[src/hw/rtl/prba_pkg.sv]
// prba_pkg: shared types and fixed constants of the point rotation pipeline.
// Holds the beat payload structs, the sideband carried down the pipe and the
// Q31 constants of the angle fold and the sine/cosine series.
package prba_pkg;

  localparam int unsigned CoordWidth  = 16;
  localparam int unsigned AngleWidth  = 16;
  localparam int unsigned SeriesSteps = 10;
  // largest series divisor is 20 * 21 = 420
  localparam int unsigned DivWidth    = 9;

  localparam logic [31:0] OneQ31    = 32'h8000_0000;
  localparam logic [31:0] HalfPiQ31 = 32'hC90F_DAA2;
  localparam logic [31:0] FlushQ31  = 32'd21474;

  typedef enum logic [1:0] {
    QuadFirst  = 2'd0,
    QuadSecond = 2'd1,
    QuadThird  = 2'd2,
    QuadFourth = 2'd3
  } prba_quad_e;

  typedef struct packed {
    logic signed [CoordWidth-1:0] x_in;
    logic signed [CoordWidth-1:0] y_in;
    logic [AngleWidth-1:0]        angle_turn;
  } prba_in_t;

  typedef struct packed {
    logic signed [CoordWidth-1:0] x_out;
    logic signed [CoordWidth-1:0] y_out;
    logic                         saturated;
  } prba_out_t;

  typedef struct packed {
    logic signed [CoordWidth-1:0] x;
    logic signed [CoordWidth-1:0] y;
    prba_quad_e                   quad;
    logic                         swap;
  } prba_side_t;

  // running state of the sine and cosine series, all magnitudes in Q31
  typedef struct packed {
    prba_side_t  side;
    logic [30:0] x2;
    logic [31:0] ts;
    logic [31:0] tc;
    logic [31:0] sv;
    logic [31:0] cv;
  } prba_ser_t;

endpackage

[src/hw/rtl/prba_front.sv]
// prba_front: angle fold into the first octant, angle to radians, theta squared.
// Three register stages; feeds the first series step. Depends on prba_pkg.
module prba_front import prba_pkg::*; (
  input  logic      clk_i,
  input  logic      rst_ni,
  input  logic      en_i,
  input  logic      valid_i,
  input  prba_in_t  data_i,
  output logic      valid_o,
  output prba_ser_t data_o
);

  localparam int unsigned FracPad = 33 - AngleWidth;

  logic [2:0]  valid_q;
  prba_side_t  side1_q, side2_q;
  logic [30:0] fold_q, th_q;
  prba_ser_t   ser_q;

  logic [31:0] frac;
  logic        swap;
  logic [31:0] fold_full;
  logic [62:0] th_prod;
  logic [61:0] sq_prod;

  // quarter-turn fraction scaled to Q31, folded about one eighth turn
  assign frac      = {1'b0, data_i.angle_turn[AngleWidth-3:0], {FracPad{1'b0}}};
  assign swap      = frac > {2'b01, 30'd0};
  assign fold_full = swap ? (OneQ31 - frac) : frac;
  assign th_prod   = 63'(fold_q) * 63'(HalfPiQ31);
  assign sq_prod   = 62'(th_q) * 62'(th_q);

  always_ff @(posedge clk_i or negedge rst_ni) begin
    if (!rst_ni) begin
      valid_q <= '0;
    end else if (en_i) begin
      valid_q <= {valid_q[1:0], valid_i};
    end
  end

  always_ff @(posedge clk_i) begin
    if (en_i) begin
      side1_q.x    <= data_i.x_in;
      side1_q.y    <= data_i.y_in;
      side1_q.quad <= prba_quad_e'(data_i.angle_turn[AngleWidth-1 -: 2]);
      side1_q.swap <= swap;
      fold_q       <= fold_full[30:0];
      side2_q      <= side1_q;
      th_q         <= th_prod[61:31];
      ser_q.side   <= side2_q;
      ser_q.x2     <= sq_prod[61:31];
      ser_q.ts     <= {1'b0, th_q};
      ser_q.tc     <= OneQ31;
      ser_q.sv     <= {1'b0, th_q};
      ser_q.cv     <= OneQ31;
    end
  end

  assign valid_o = valid_q[2];
  assign data_o  = ser_q;

endmodule

[config.mk]
export PLATFORM = sky130hd
export DESIGN_NAME = prba_front
export DESIGN_NICKNAME = d
export VERILOG_FILES = /design/src/hw/rtl/prba_pkg.sv /design/src/hw/rtl/prba_front.sv
export SDC_FILE = /design/constraint.sdc
export NUM_CORES = 2
export LEC_CHECK = 0
export BUFFER_PORTS_ARGS = -buffer_cell sky130_fd_sc_hd__buf_2
export CAP_MARGIN = 15
export CORE_MARGIN = 2
export CORE_UTILIZATION = 25
export DETAILED_ROUTE_END_ITERATION = 12
export HOLD_SLACK_MARGIN = 0.12
export PLACE_DENSITY = 0.43
export SETUP_SLACK_MARGIN = 0.05
export SLEW_MARGIN = 20
export SYNTH_ARGS = -nofsm -noshare
export SYNTH_HDL_FRONTEND = slang
export SYNTH_SLANG_ARGS = --single-unit
[constraint.sdc]
create_clock -name clk_i -period 11.2 [get_ports clk_i]
set_clock_uncertainty 0.2 [all_clocks]
set_input_delay 0 -clock clk_i [delete_from_list [all_inputs] [get_ports clk_i]]
set_output_delay 0 -clock clk_i [all_outputs]
set_load 0.05 [all_outputs]
==> key figures <==
Clock tree
  – Quantity of gates resized following cts: 0
  – Clock slew at reported path FFs: 60 ps
  – Clock sink count: 215
  – CTS tree: yes
  – Skew-Pair Late Insertion Delay: 650 ps
  – CTS root buffer: clkbuf_16
  – CTS max path bufs: 3
  – H-tree lvl count: 1
  – Num CTS Buffers: 31

Final layout
  – Nets: 5,647
  – Area Overhead vs Synth: 12.79%
  – Commonest non-fill, non-tap cells in the layout: inv_1 (1,146), fa_1 (872), ha_1 (513), nand2_1 (295), edfxtp_1 (212)
  – Layout cells sized above 1: 6.900%
  – Final Core Density: 28.39%
  – Leading cell type in the layout, fill and taps excluded: inv_1
  – Design Area, Final: 46,780 µm²

Floorplan
  – Die ar.: 169,200 µm²
  – Row cnt: 149
  – Initial Utilization: 25.17%
  – Core area: 164,800 µm²
  – Die Ht: 411.3 µm
  – Die Width: 411.3 µm
  – Ports: 247

Logic synthesis
  – Synthesized cell area: 41,480 µm²
  – Synth warn: 0
  – Yosys cell types: 67
  – Synth Flop Type: edfxtp_1
  – Post-synthesis sequential area ratio: 15.53%
  – Avg Cell Area, Syn: 10.46 µm²
  – EDFF count, synth: 212
  – Seq cells post-synth: 215
  – Syn Inst Count: 3,966
  – Share of flip-flops with an asynchronous set or reset: 1.395%

Global routing
  – Vias in the first global route: 29.35k
  – Antenna violations before repair: 5
  – Global-route wire length before repair: 169,900 µm
  – Largest net degree at the start of global routing: 90
  – GRT Overall Usage: 13.08%
  – Global route total overflow: 0

STA
  – Slew @ Worst Pin: 998.3 ps
  – Post-route setup TNS: 0 ps
  – RSZ-0062 raised after global routing: false
  – Tmin final: 9385 ps
  – Hold Vio Cnt, Final: 0
  – Max Clock Freq: 0.1066 GHz
  – Final setup fails: 0
  – Final worst-path cycle share: 83.80%
  – Relative slew slack: 33.45%
  – Hold slack: 216.5 ps
  – Max-slew violation count: 0

Route
  – # DRC: 0
  – Final wirelength: 107,500 µm
  – Iteration count of the initial detailed-routing pass: 5
  – Routed len/inst: 16.73 µm
  – Vias/cell: 4.050
  – Detail Route Antenna Nets: 0
  – Vias: 26.02k
  – 1st-iter DRT viols: 972

Worst setup path
  – CP Max Fanout: 18
  – Cell mode on critical path: fa_1
  – Crit-path max cell delay: 970 ps
  – Worst path arrival time: 9580 ps
  – Crit path max-delay family: adder cells
  – Worst Path Buf+Inv: 5
  – CP Class: reg -> reg
  – Element type at the critical path start: flop
  – Req. time, crit path: 11,400 ps
  – Slowest CP cell: edfxtp_1
  – CP endpoint kind: flop

Place
  – Buffers on Ports: 180
  – GP Congestion: 0.8225
  – Placed inst area: 44,620 µm²
  – HPWL Detailed: 90,180 µm

Outcome
  – Outcome: completed

Min path
  – Hold/Removal Path Class: reg -> reg

Job
  – MaxCap Viol Count: 0
==> flip-flops by register name, summed over array words and instances (netlist names) <==
name     count
valid_q      3
fold_q      14
data_o      97
th_q        31
side2_q     35
side1_q     35
==> cells by family after synthesis <==
group / Yosys count / share of synthesized area (%)
DFF: 215 / 15.53
and+or+nand+nor: 686 / 7.979
buffers and inverters: 1342 / 13.05
AOI/OAI and AO/OA: 245 / 3.912
adders and majority gates: 1385 / 57.56
muxes: 6 / 0.1569
other: 2 / 0.01811
xor gates and xnor gates: 85 / 1.795
==> synth_stat cells, drive strengths merged, types with 9 or more instances <==
library cell | count | share of area [%]
nand2b | 9 | 0.14
clkbuf | 94 | 0.85
nor2 | 82 | 0.74
nand2 | 296 | 2.7
a21o | 38 | 0.69
inv | 1146 | 10
and2 | 192 | 2.9
nand3 | 25 | 0.30
o21a | 19 | 0.34
o21ai | 40 | 0.51
xor2 | 26 | 0.55
buf | 102 | 1.8
and3 | 12 | 0.18
a21oi | 71 | 0.86
a211oi | 13 | 0.24
xnor2 | 59 | 1.2
nor3 | 20 | 0.24
edfxtp | 212 | 15
ha | 513 | 15
nor2b | 14 | 0.21
nand4 | 16 | 0.24
fa | 872 | 42
==> final timing paths <==
kind | start | end | slack (ps) | depth (start not counted)
setup / recovery | th_q[16]$_DFFE_PP_ | data_o[151]$_DFFE_PP_ | 1810 | 25
hold / removal | side1_q[19]$_DFFE_PP_ | side2_q[19]$_DFFE_PP_ | 220 | 0
setup reg to reg | th_q[16]$_DFFE_PP_ | data_o[151]$_DFFE_PP_ | 1810 | 25
hold reg to reg | side1_q[19]$_DFFE_PP_ | side2_q[19]$_DFFE_PP_ | 220 | 0
max in group asynchronous | rst_ni | valid_q[2]$_DFFE_PN0P_ | 10060 | 4
min in group asynchronous | rst_ni | valid_q[0]$_DFFE_PN0P_ | 590 | 4
==> through the flow <==
step / cells / worst slack, ps
after floorplan: 4030 / 3336
after global placement: 6250 / 1707
after detailed placement: 6250 / 1634
after CTS: 6420 / 1628
after global routing: 6421 / 1299
final: 6423 / 1815
==> what timing repair did <==
item,in CTS,in global routing
buffers inserted,0,0
hold endpoints to repair,141,0
hold buffers,115,0
==> layout make-up <==
class / count / area, µm²
multi-input combinational: 2473 / 29860
clock inverter: 21 / 188.9
fill: 17442 / 118000
antenna: 2 / 5.005
tap: 2189 / 2739
clock buffer: 34 / 787.0
sequential: 215 / 6441
timing repair buffer: 343 / 2455
inverter: 1146 / 4302
==> layer usage <==
| layer | wire length, µm | vias up | GRT usage, % |
|---|---|---|---|
| li1 | - | 12263 | - |
| met1 | 48730 | 13297 | 17.45 |
| met2 | 52860 | 360 | 22.67 |
| met3 | 3807 | 95 | 1.669 |
| met4 | 2070 | 0 | 2.577 |
| met5 | 0 | - | 0 |
Power is not shown: default switching activity piles up to over one toggle a cycle in this logic, so the estimate is an artifact.
