## src/hw/rtl/prba_pkg.sv

```systemverilog
// prba_pkg: shared types and fixed constants of the point rotation pipeline.
// Holds the beat payload structs, the sideband carried down the pipe and the
// Q31 constants of the angle fold and the sine/cosine series.
package prba_pkg;

  localparam int unsigned CoordWidth  = 16;
  localparam int unsigned AngleWidth  = 16;
  localparam int unsigned SeriesSteps = 10;
  // largest series divisor is 20 * 21 = 420
  localparam int unsigned DivWidth    = 9;

  localparam logic [31:0] OneQ31    = 32'h8000_0000;
  localparam logic [31:0] HalfPiQ31 = 32'hC90F_DAA2;
  localparam logic [31:0] FlushQ31  = 32'd21474;

  typedef enum logic [1:0] {
    QuadFirst  = 2'd0,
    QuadSecond = 2'd1,
    QuadThird  = 2'd2,
    QuadFourth = 2'd3
  } prba_quad_e;

  typedef struct packed {
    logic signed [CoordWidth-1:0] x_in;
    logic signed [CoordWidth-1:0] y_in;
    logic [AngleWidth-1:0]        angle_turn;
  } prba_in_t;

  typedef struct packed {
    logic signed [CoordWidth-1:0] x_out;
    logic signed [CoordWidth-1:0] y_out;
    logic                         saturated;
  } prba_out_t;

  typedef struct packed {
    logic signed [CoordWidth-1:0] x;
    logic signed [CoordWidth-1:0] y;
    prba_quad_e                   quad;
    logic                         swap;
  } prba_side_t;

  // running state of the sine and cosine series, all magnitudes in Q31
  typedef struct packed {
    prba_side_t  side;
    logic [30:0] x2;
    logic [31:0] ts;
    logic [31:0] tc;
    logic [31:0] sv;
    logic [31:0] cv;
  } prba_ser_t;

endpackage

```

## src/hw/rtl/prba_back.sv

```systemverilog
// prba_back: quadrant mapping and trig rounding, the four products, the two
// sums, half-away-from-zero rounding and saturation. Five register stages.
// Depends on prba_pkg.
module prba_back import prba_pkg::*; #(
  parameter int unsigned TRIG_FRACTION_BITS = 17
) (
  input  logic      clk_i,
  input  logic      rst_ni,
  input  logic      en_i,
  input  logic      valid_i,
  input  prba_ser_t data_i,
  output logic      valid_o,
  output prba_out_t data_o
);

  localparam int unsigned TW = TRIG_FRACTION_BITS + 2;
  localparam int unsigned PW = CoordWidth + TW;
  localparam int unsigned SW = PW + 1;
  localparam int unsigned QW = CoordWidth + 2;
  localparam logic [32:0]    TrigHalf = 33'(1) << (30 - TRIG_FRACTION_BITS);
  localparam logic [SW-1:0]  SumHalf  = SW'(1) << (TRIG_FRACTION_BITS - 1);
  localparam logic [QW-1:0]  QLim     = QW'(1) << (CoordWidth - 1);

  function automatic logic signed [TW-1:0] trig_round(logic [31:0] mag, logic neg);
    logic [32:0] r;
    r = (33'(mag) + TrigHalf) >> (31 - TRIG_FRACTION_BITS);
    if (mag <= FlushQ31) begin
      return '0;
    end
    return neg ? -TW'(r) : TW'(r);
  endfunction

  // sign in the top bit, rounded magnitude below it
  function automatic logic [QW:0] round_half(logic signed [SW-1:0] s);
    logic [SW-1:0] m;
    logic [SW-1:0] q;
    m = s[SW-1] ? SW'(-s) : SW'(s);
    q = (m + SumHalf) >> TRIG_FRACTION_BITS;
    return {s[SW-1], q[QW-1:0]};
  endfunction

  // clipped flag on top, coordinate below it
  function automatic logic [CoordWidth:0] to_coord(logic [QW:0] r);
    logic [QW-1:0] q;
    logic          sat;
    q   = r[QW-1:0];
    sat = 1'b0;
    if (r[QW]) begin
      if (q > QLim) begin
        q   = QLim;
        sat = 1'b1;
      end
      q = -q;
    end else if (q > QLim - QW'(1)) begin
      q   = QLim - QW'(1);
      sat = 1'b1;
    end
    return {sat, q[CoordWidth-1:0]};
  endfunction

  logic [4:0] valid_q;

  logic signed [CoordWidth-1:0] x1_q, y1_q;
  logic signed [TW-1:0]         sn_q, cs_q;
  logic signed [PW-1:0]         pxc_q, pys_q, pxs_q, pyc_q;
  logic signed [SW-1:0]         sum_x_q, sum_y_q;
  logic [QW:0]                  rnd_x_q, rnd_y_q;
  prba_out_t                    out_q;

  logic [31:0] sm0, cm0, sm, cm;
  logic        sneg, cneg;
  logic [CoordWidth:0] cx, cy;

  always_comb begin
    sm0 = data_i.side.swap ? data_i.cv : data_i.sv;
    cm0 = data_i.side.swap ? data_i.sv : data_i.cv;
    unique case (data_i.side.quad)
      QuadFirst: begin
        sm = sm0; cm = cm0; sneg = 1'b0; cneg = 1'b0;
      end
      QuadSecond: begin
        sm = cm0; cm = sm0; sneg = 1'b0; cneg = 1'b1;
      end
      QuadThird: begin
        sm = sm0; cm = cm0; sneg = 1'b1; cneg = 1'b1;
      end
      QuadFourth: begin
        sm = cm0; cm = sm0; sneg = 1'b1; cneg = 1'b0;
      end
    endcase
  end

  assign cx = to_coord(rnd_x_q);
  assign cy = to_coord(rnd_y_q);

  always_ff @(posedge clk_i or negedge rst_ni) begin
    if (!rst_ni) begin
      valid_q <= '0;
    end else if (en_i) begin
      valid_q <= {valid_q[3:0], valid_i};
    end
  end

  always_ff @(posedge clk_i) begin
    if (en_i) begin
      x1_q    <= data_i.side.x;
      y1_q    <= data_i.side.y;
      sn_q    <= trig_round(sm, sneg);
      cs_q    <= trig_round(cm, cneg);
      pxc_q   <= PW'(x1_q) * PW'(cs_q);
      pys_q   <= PW'(y1_q) * PW'(sn_q);
      pxs_q   <= PW'(x1_q) * PW'(sn_q);
      pyc_q   <= PW'(y1_q) * PW'(cs_q);
      sum_x_q <= SW'(pxc_q) - SW'(pys_q);
      sum_y_q <= SW'(pxs_q) + SW'(pyc_q);
      rnd_x_q <= round_half(sum_x_q);
      rnd_y_q <= round_half(sum_y_q);
      out_q.x_out     <= cx[CoordWidth-1:0];
      out_q.y_out     <= cy[CoordWidth-1:0];
      out_q.saturated <= cx[CoordWidth] | cy[CoordWidth];
    end
  end

  assign valid_o = valid_q[4];
  assign data_o  = out_q;

endmodule

```

## config.mk

```make
export PLATFORM = sky130hd
export DESIGN_NAME = prba_back
export DESIGN_NICKNAME = d
export VERILOG_FILES = /design/src/hw/rtl/prba_pkg.sv /design/src/hw/rtl/prba_back.sv
export SDC_FILE = /design/constraint.sdc
export NUM_CORES = 2
export LEC_CHECK = 0
export ABC_AREA = 1
export BUFFER_PORTS_ARGS = -buffer_cell sky130_fd_sc_hd__buf_4
export CAP_MARGIN = 20
export CORE_UTILIZATION = 69
export DETAILED_ROUTE_END_ITERATION = 12
export PLACE_DENSITY = 0.83
export REMOVE_ABC_BUFFERS = 1
export SLEW_MARGIN = 40
export SYNTH_ARGS = -nofsm -noshare
export SYNTH_HDL_FRONTEND = slang
export SYNTH_SLANG_ARGS = --single-unit
export TNS_END_PERCENT = 1
```

## constraint.sdc

```tcl
create_clock -name clk_i -period 11.5 [get_ports clk_i]
set_clock_uncertainty 0.1 [all_clocks]
set_input_delay 0 -clock clk_i [delete_from_list [all_inputs] [get_ports clk_i]]
set_output_delay 0 -clock clk_i [all_outputs]
set_load 0.03 [all_outputs]
```

==> run_results.csv <==
group,metric,value,unit
clocking,cts_tree,"built",
route,drc,3,
synth,synth-edff-count,353,
die,start_util,69.9,%
clocking,cts.repair.resized,0,
hold_path,hold_depth,5,
worst_setup_path,worst_path_max_delay_cell,"clkinv_1",
die,fp.coreArea,0.0970,mm2
global_routing,antenna_found_initial,0,
sta,finalCriticalPeriod,7.21,ns
placed_design,hpwl,133,mm
sta,tightest_slew,0.886,ns
global_routing,grt_max_degree,80,
die,placementRows,114,
route,num_vias,54060,
sta,slew_viol_final,0,
route,ant_nets,0,
worst_setup_path,crit_arrival,7.51,ns
clocking,postCtsHoldBufs,70,
synth,synth-main-ff-cell,"edfxtp_1",
sta,min_period_over_period,62.7,%
global_routing,grt_pass1_vias,56671,
placed_design,portBuffers,136,
worst_setup_path,crit_chain,"clkinv_1 > buf_4 > nor2_1 > fa_1 > fa_1 > fa_1 > fa_1 > fa_1 > inv_1 > fa_1 > inv_1 > ha_1 > nand2_1 > nor2_1 > inv_1 > nor3_1 > nand3_1 > nand4_1 > nand3_1 > nand2_1 > nand4_1 > nand2_1 > xor2_1",
synth,yosysWarnings,0,
finish,syn_to_final_growth,6.55,%
worst_setup_path,rr_endpoint,"pyc_q[33]$_DFFE_PP_",
die,ios,232,
synth,avgSynthCellArea,8.16,um2
synth,yosysUniqueCellTypes,54,
global_routing,grt_pass1_wl,282,mm
worst_setup_path,cp_common_cell,"fa_1",
worst_setup_path,worstPathMaxFanout,19,
placed_design,gp_congestion,0.949,
die,die_h,315,um
synth,yosysTopAreaCell,"fa_1",
finish,finalNetCount,10205,
outcome,status,"complete, but fails checks",
sta,fin_tns_setup,0,ns
clocking,numClockSinks,358,
global_routing,grt-ovfl-total,0,
die,fp.dieArea,0.0995,mm2
route,vias_per_cell,5.59,
synth,synthArstFlopShare,1.40,%
synth,syn-instance-count,8308,
hold_path,min_from,"data_i[161]",
synth,yosysTopAreaCellShare,36.0,%
synth,ys_top_cells_by_area,"fa_1 (36%), edfxtp_1 (16%), inv_1 (12%)",
clocking,cts.path.max_buffers,3,
flow_run,maxCapViolations,0,
route,wl,170,mm
worst_setup_path,r2r-start,"y1_q[15]$_DFFE_PP_",
synth,ys_top_cells_by_count,"inv_1 (2239), nand2_1 (2014), fa_1 (1218), ha_1 (433), nor2_1 (390)",
hold_path,min_to,"sn_q[16]$_SDFFCE_PP0P_",
die,die_x,315,um
finish,diodes,0,
worst_setup_path,critPathLaunchType,"register",
clocking,post-cts-setup-buffers,0,
outcome,violations,"DRC, hold timing",
worst_setup_path,end_kind,"register",
sta,setup_viol,0,
worst_setup_path,ff2ff_setup_slack,4.29,ns
synth,ys_ff_latch,358,
worst_setup_path,cpPeakStageDelay,0.81,ns
hold_path,hold_class,"in2reg",
clocking,clk_pin_slew,0.05,ns
worst_setup_path,cp_num_buf_inv,5,
finish,drive_gt1_share,4.65,%
route,drt-initial-drc-count,5012,
worst_setup_path,crit_type,"reg2reg",
clocking,cts_made_buffers,45,
sta,fmax,0.139,GHz
global_routing,track_usage,35.9,%
clocking,ctsRootBufferMaster,"clkbuf_16",
synth,netlist_area,0.0678,mm2
worst_setup_path,r2r_cells,23,
clocking,clk_latency,0.66,ns
synth,yosysMostFrequentCell,"inv_1",
sta,hold_viol_final,2,
clocking,htreeDepth,2,
sta,whs,-0.0468,ns
route,wl_per_cell,17.6,um
sta,slew_headroom,40.6,%
worst_setup_path,required,11.80,ns
synth,synth_seq_area_share,15.8,%
route,first_pass_iters,12,
finish,fillCellCount,7097,
sta,rsz0062_at_grt,"no",
worst_setup_path,critical-path-top-delay-family,"adder cells",
==> kinds of logic (layout without fill, tap and decap cells) <==
kind of cell | after synthesis | count (layout) | synth area share (%)
XOR/XNOR | 288 | 288 | 3.73
flip-flops | 358 | 358 | 15.8
AND/OR/NAND/NOR | 2829 | 2829 | 17.0
multiplexers | 1 | 1 | 0.0166
buffers and inverters | 2540 | 2625 | 14.2
adder cells (fa/ha/maj) | 1651 | 1651 | 44.0
AO/OA/AOI/OAI | 641 | 641 | 5.27
==> stage by stage <==
step / instances / instance area (um2) / utilization [%] / setup WS [ns]
2_1_floorplan: 8026 / 66600 / - / 5.29
3_3_place_gp: 9514 / 69800 / 72.0 / 4.56
3_5_place_dp: 9514 / 69800 / 72.0 / 4.44
4_1_cts: 9668 / 72200 / 74.4 / 4.42
5_1_grt: 9669 / 72200 / 74.4 / 3.99
6_report: 9669 / 72200 / 74.4 / 4.29
==> state kept, by name, indices dropped and copies added (netlist names) <==
name,flops
sum_x_q,36
sum_y_q,36
pxc_q,35
pxs_q,35
pyc_q,35
pys_q,35
data_o,33
cs_q,19
rnd_x_q,19
rnd_y_q,19
sn_q,19
x1_q,16
y1_q,16
valid_q,5
==> cell type report <==
cell class | count | area [um2] | area share, %
clock buffer | 49 | 1140 | 1.58
clock inverter | 35 | 519 | 0.719
multi-input combinational | 5410 | 47400 | 65.7
sequential | 358 | 10700 | 14.9
tap | 1276 | 1600 | 2.21
inverter | 2258 | 8480 | 11.7
timing repair buffer | 283 | 2330 | 3.23
==> placed cells by master (no fill, tap or decap), types with 24 or more instances in the layout <==
cell           instances
inv_1               2238
nand2_1             2014
fa_1                1218
ha_1                 433
nor2_1               389
edfxtp_1             353
a21oi_1              273
buf_4                207
o21ai_0              205
nand3_1              181
xor2_1               170
xnor2_1              117
dlygate4sd3_1         70
nand4_1               67
nor3_1                58
clkbuf_16             45
o211ai_1              31
a31oi_1               31
nand2_2               30
o21a_1                24
==> worst min-delay path, delay by kind of cell <==
family,cells,cell delay (ns)
AND/OR/NAND/NOR,2,0.22
AO/OA/AOI/OAI,1,0.07
buffers and inverters,1,0.09
adder cells (fa/ha/maj),1,0.15
==> layer usage <==
metal | up-vias | track usage, % | share of wire (%)
met5 | - | 0 | 0
met4 | 0 | 16.8 | 5.2
met3 | 464 | 6.20 | 9.5
met2 | 2754 | 57.5 | 46
met1 | 26209 | 48.0 | 39
li1 | 24633 | - | -
==> worst max path at each step <==
stage	to	startpoint	cells past startpoint
3_3_place_gp	pyc_q[34]$_DFFE_PP_	y1_q[15]$_DFFE_PP_	22
6_report	pyc_q[33]$_DFFE_PP_	y1_q[15]$_DFFE_PP_	23
2_1_floorplan	pyc_q[34]$_DFFE_PP_	y1_q[1]$_DFFE_PP_	21
4_1_cts	pyc_q[34]$_DFFE_PP_	y1_q[15]$_DFFE_PP_	22
3_5_place_dp	pyc_q[34]$_DFFE_PP_	y1_q[15]$_DFFE_PP_	22
5_1_grt	pyc_q[32]$_DFFE_PP_	cs_q[18]$_SDFFCE_PP0P_	21
Power is not shown: default switching activity piles up to over one toggle a cycle in this logic, so the estimate is an artifact.
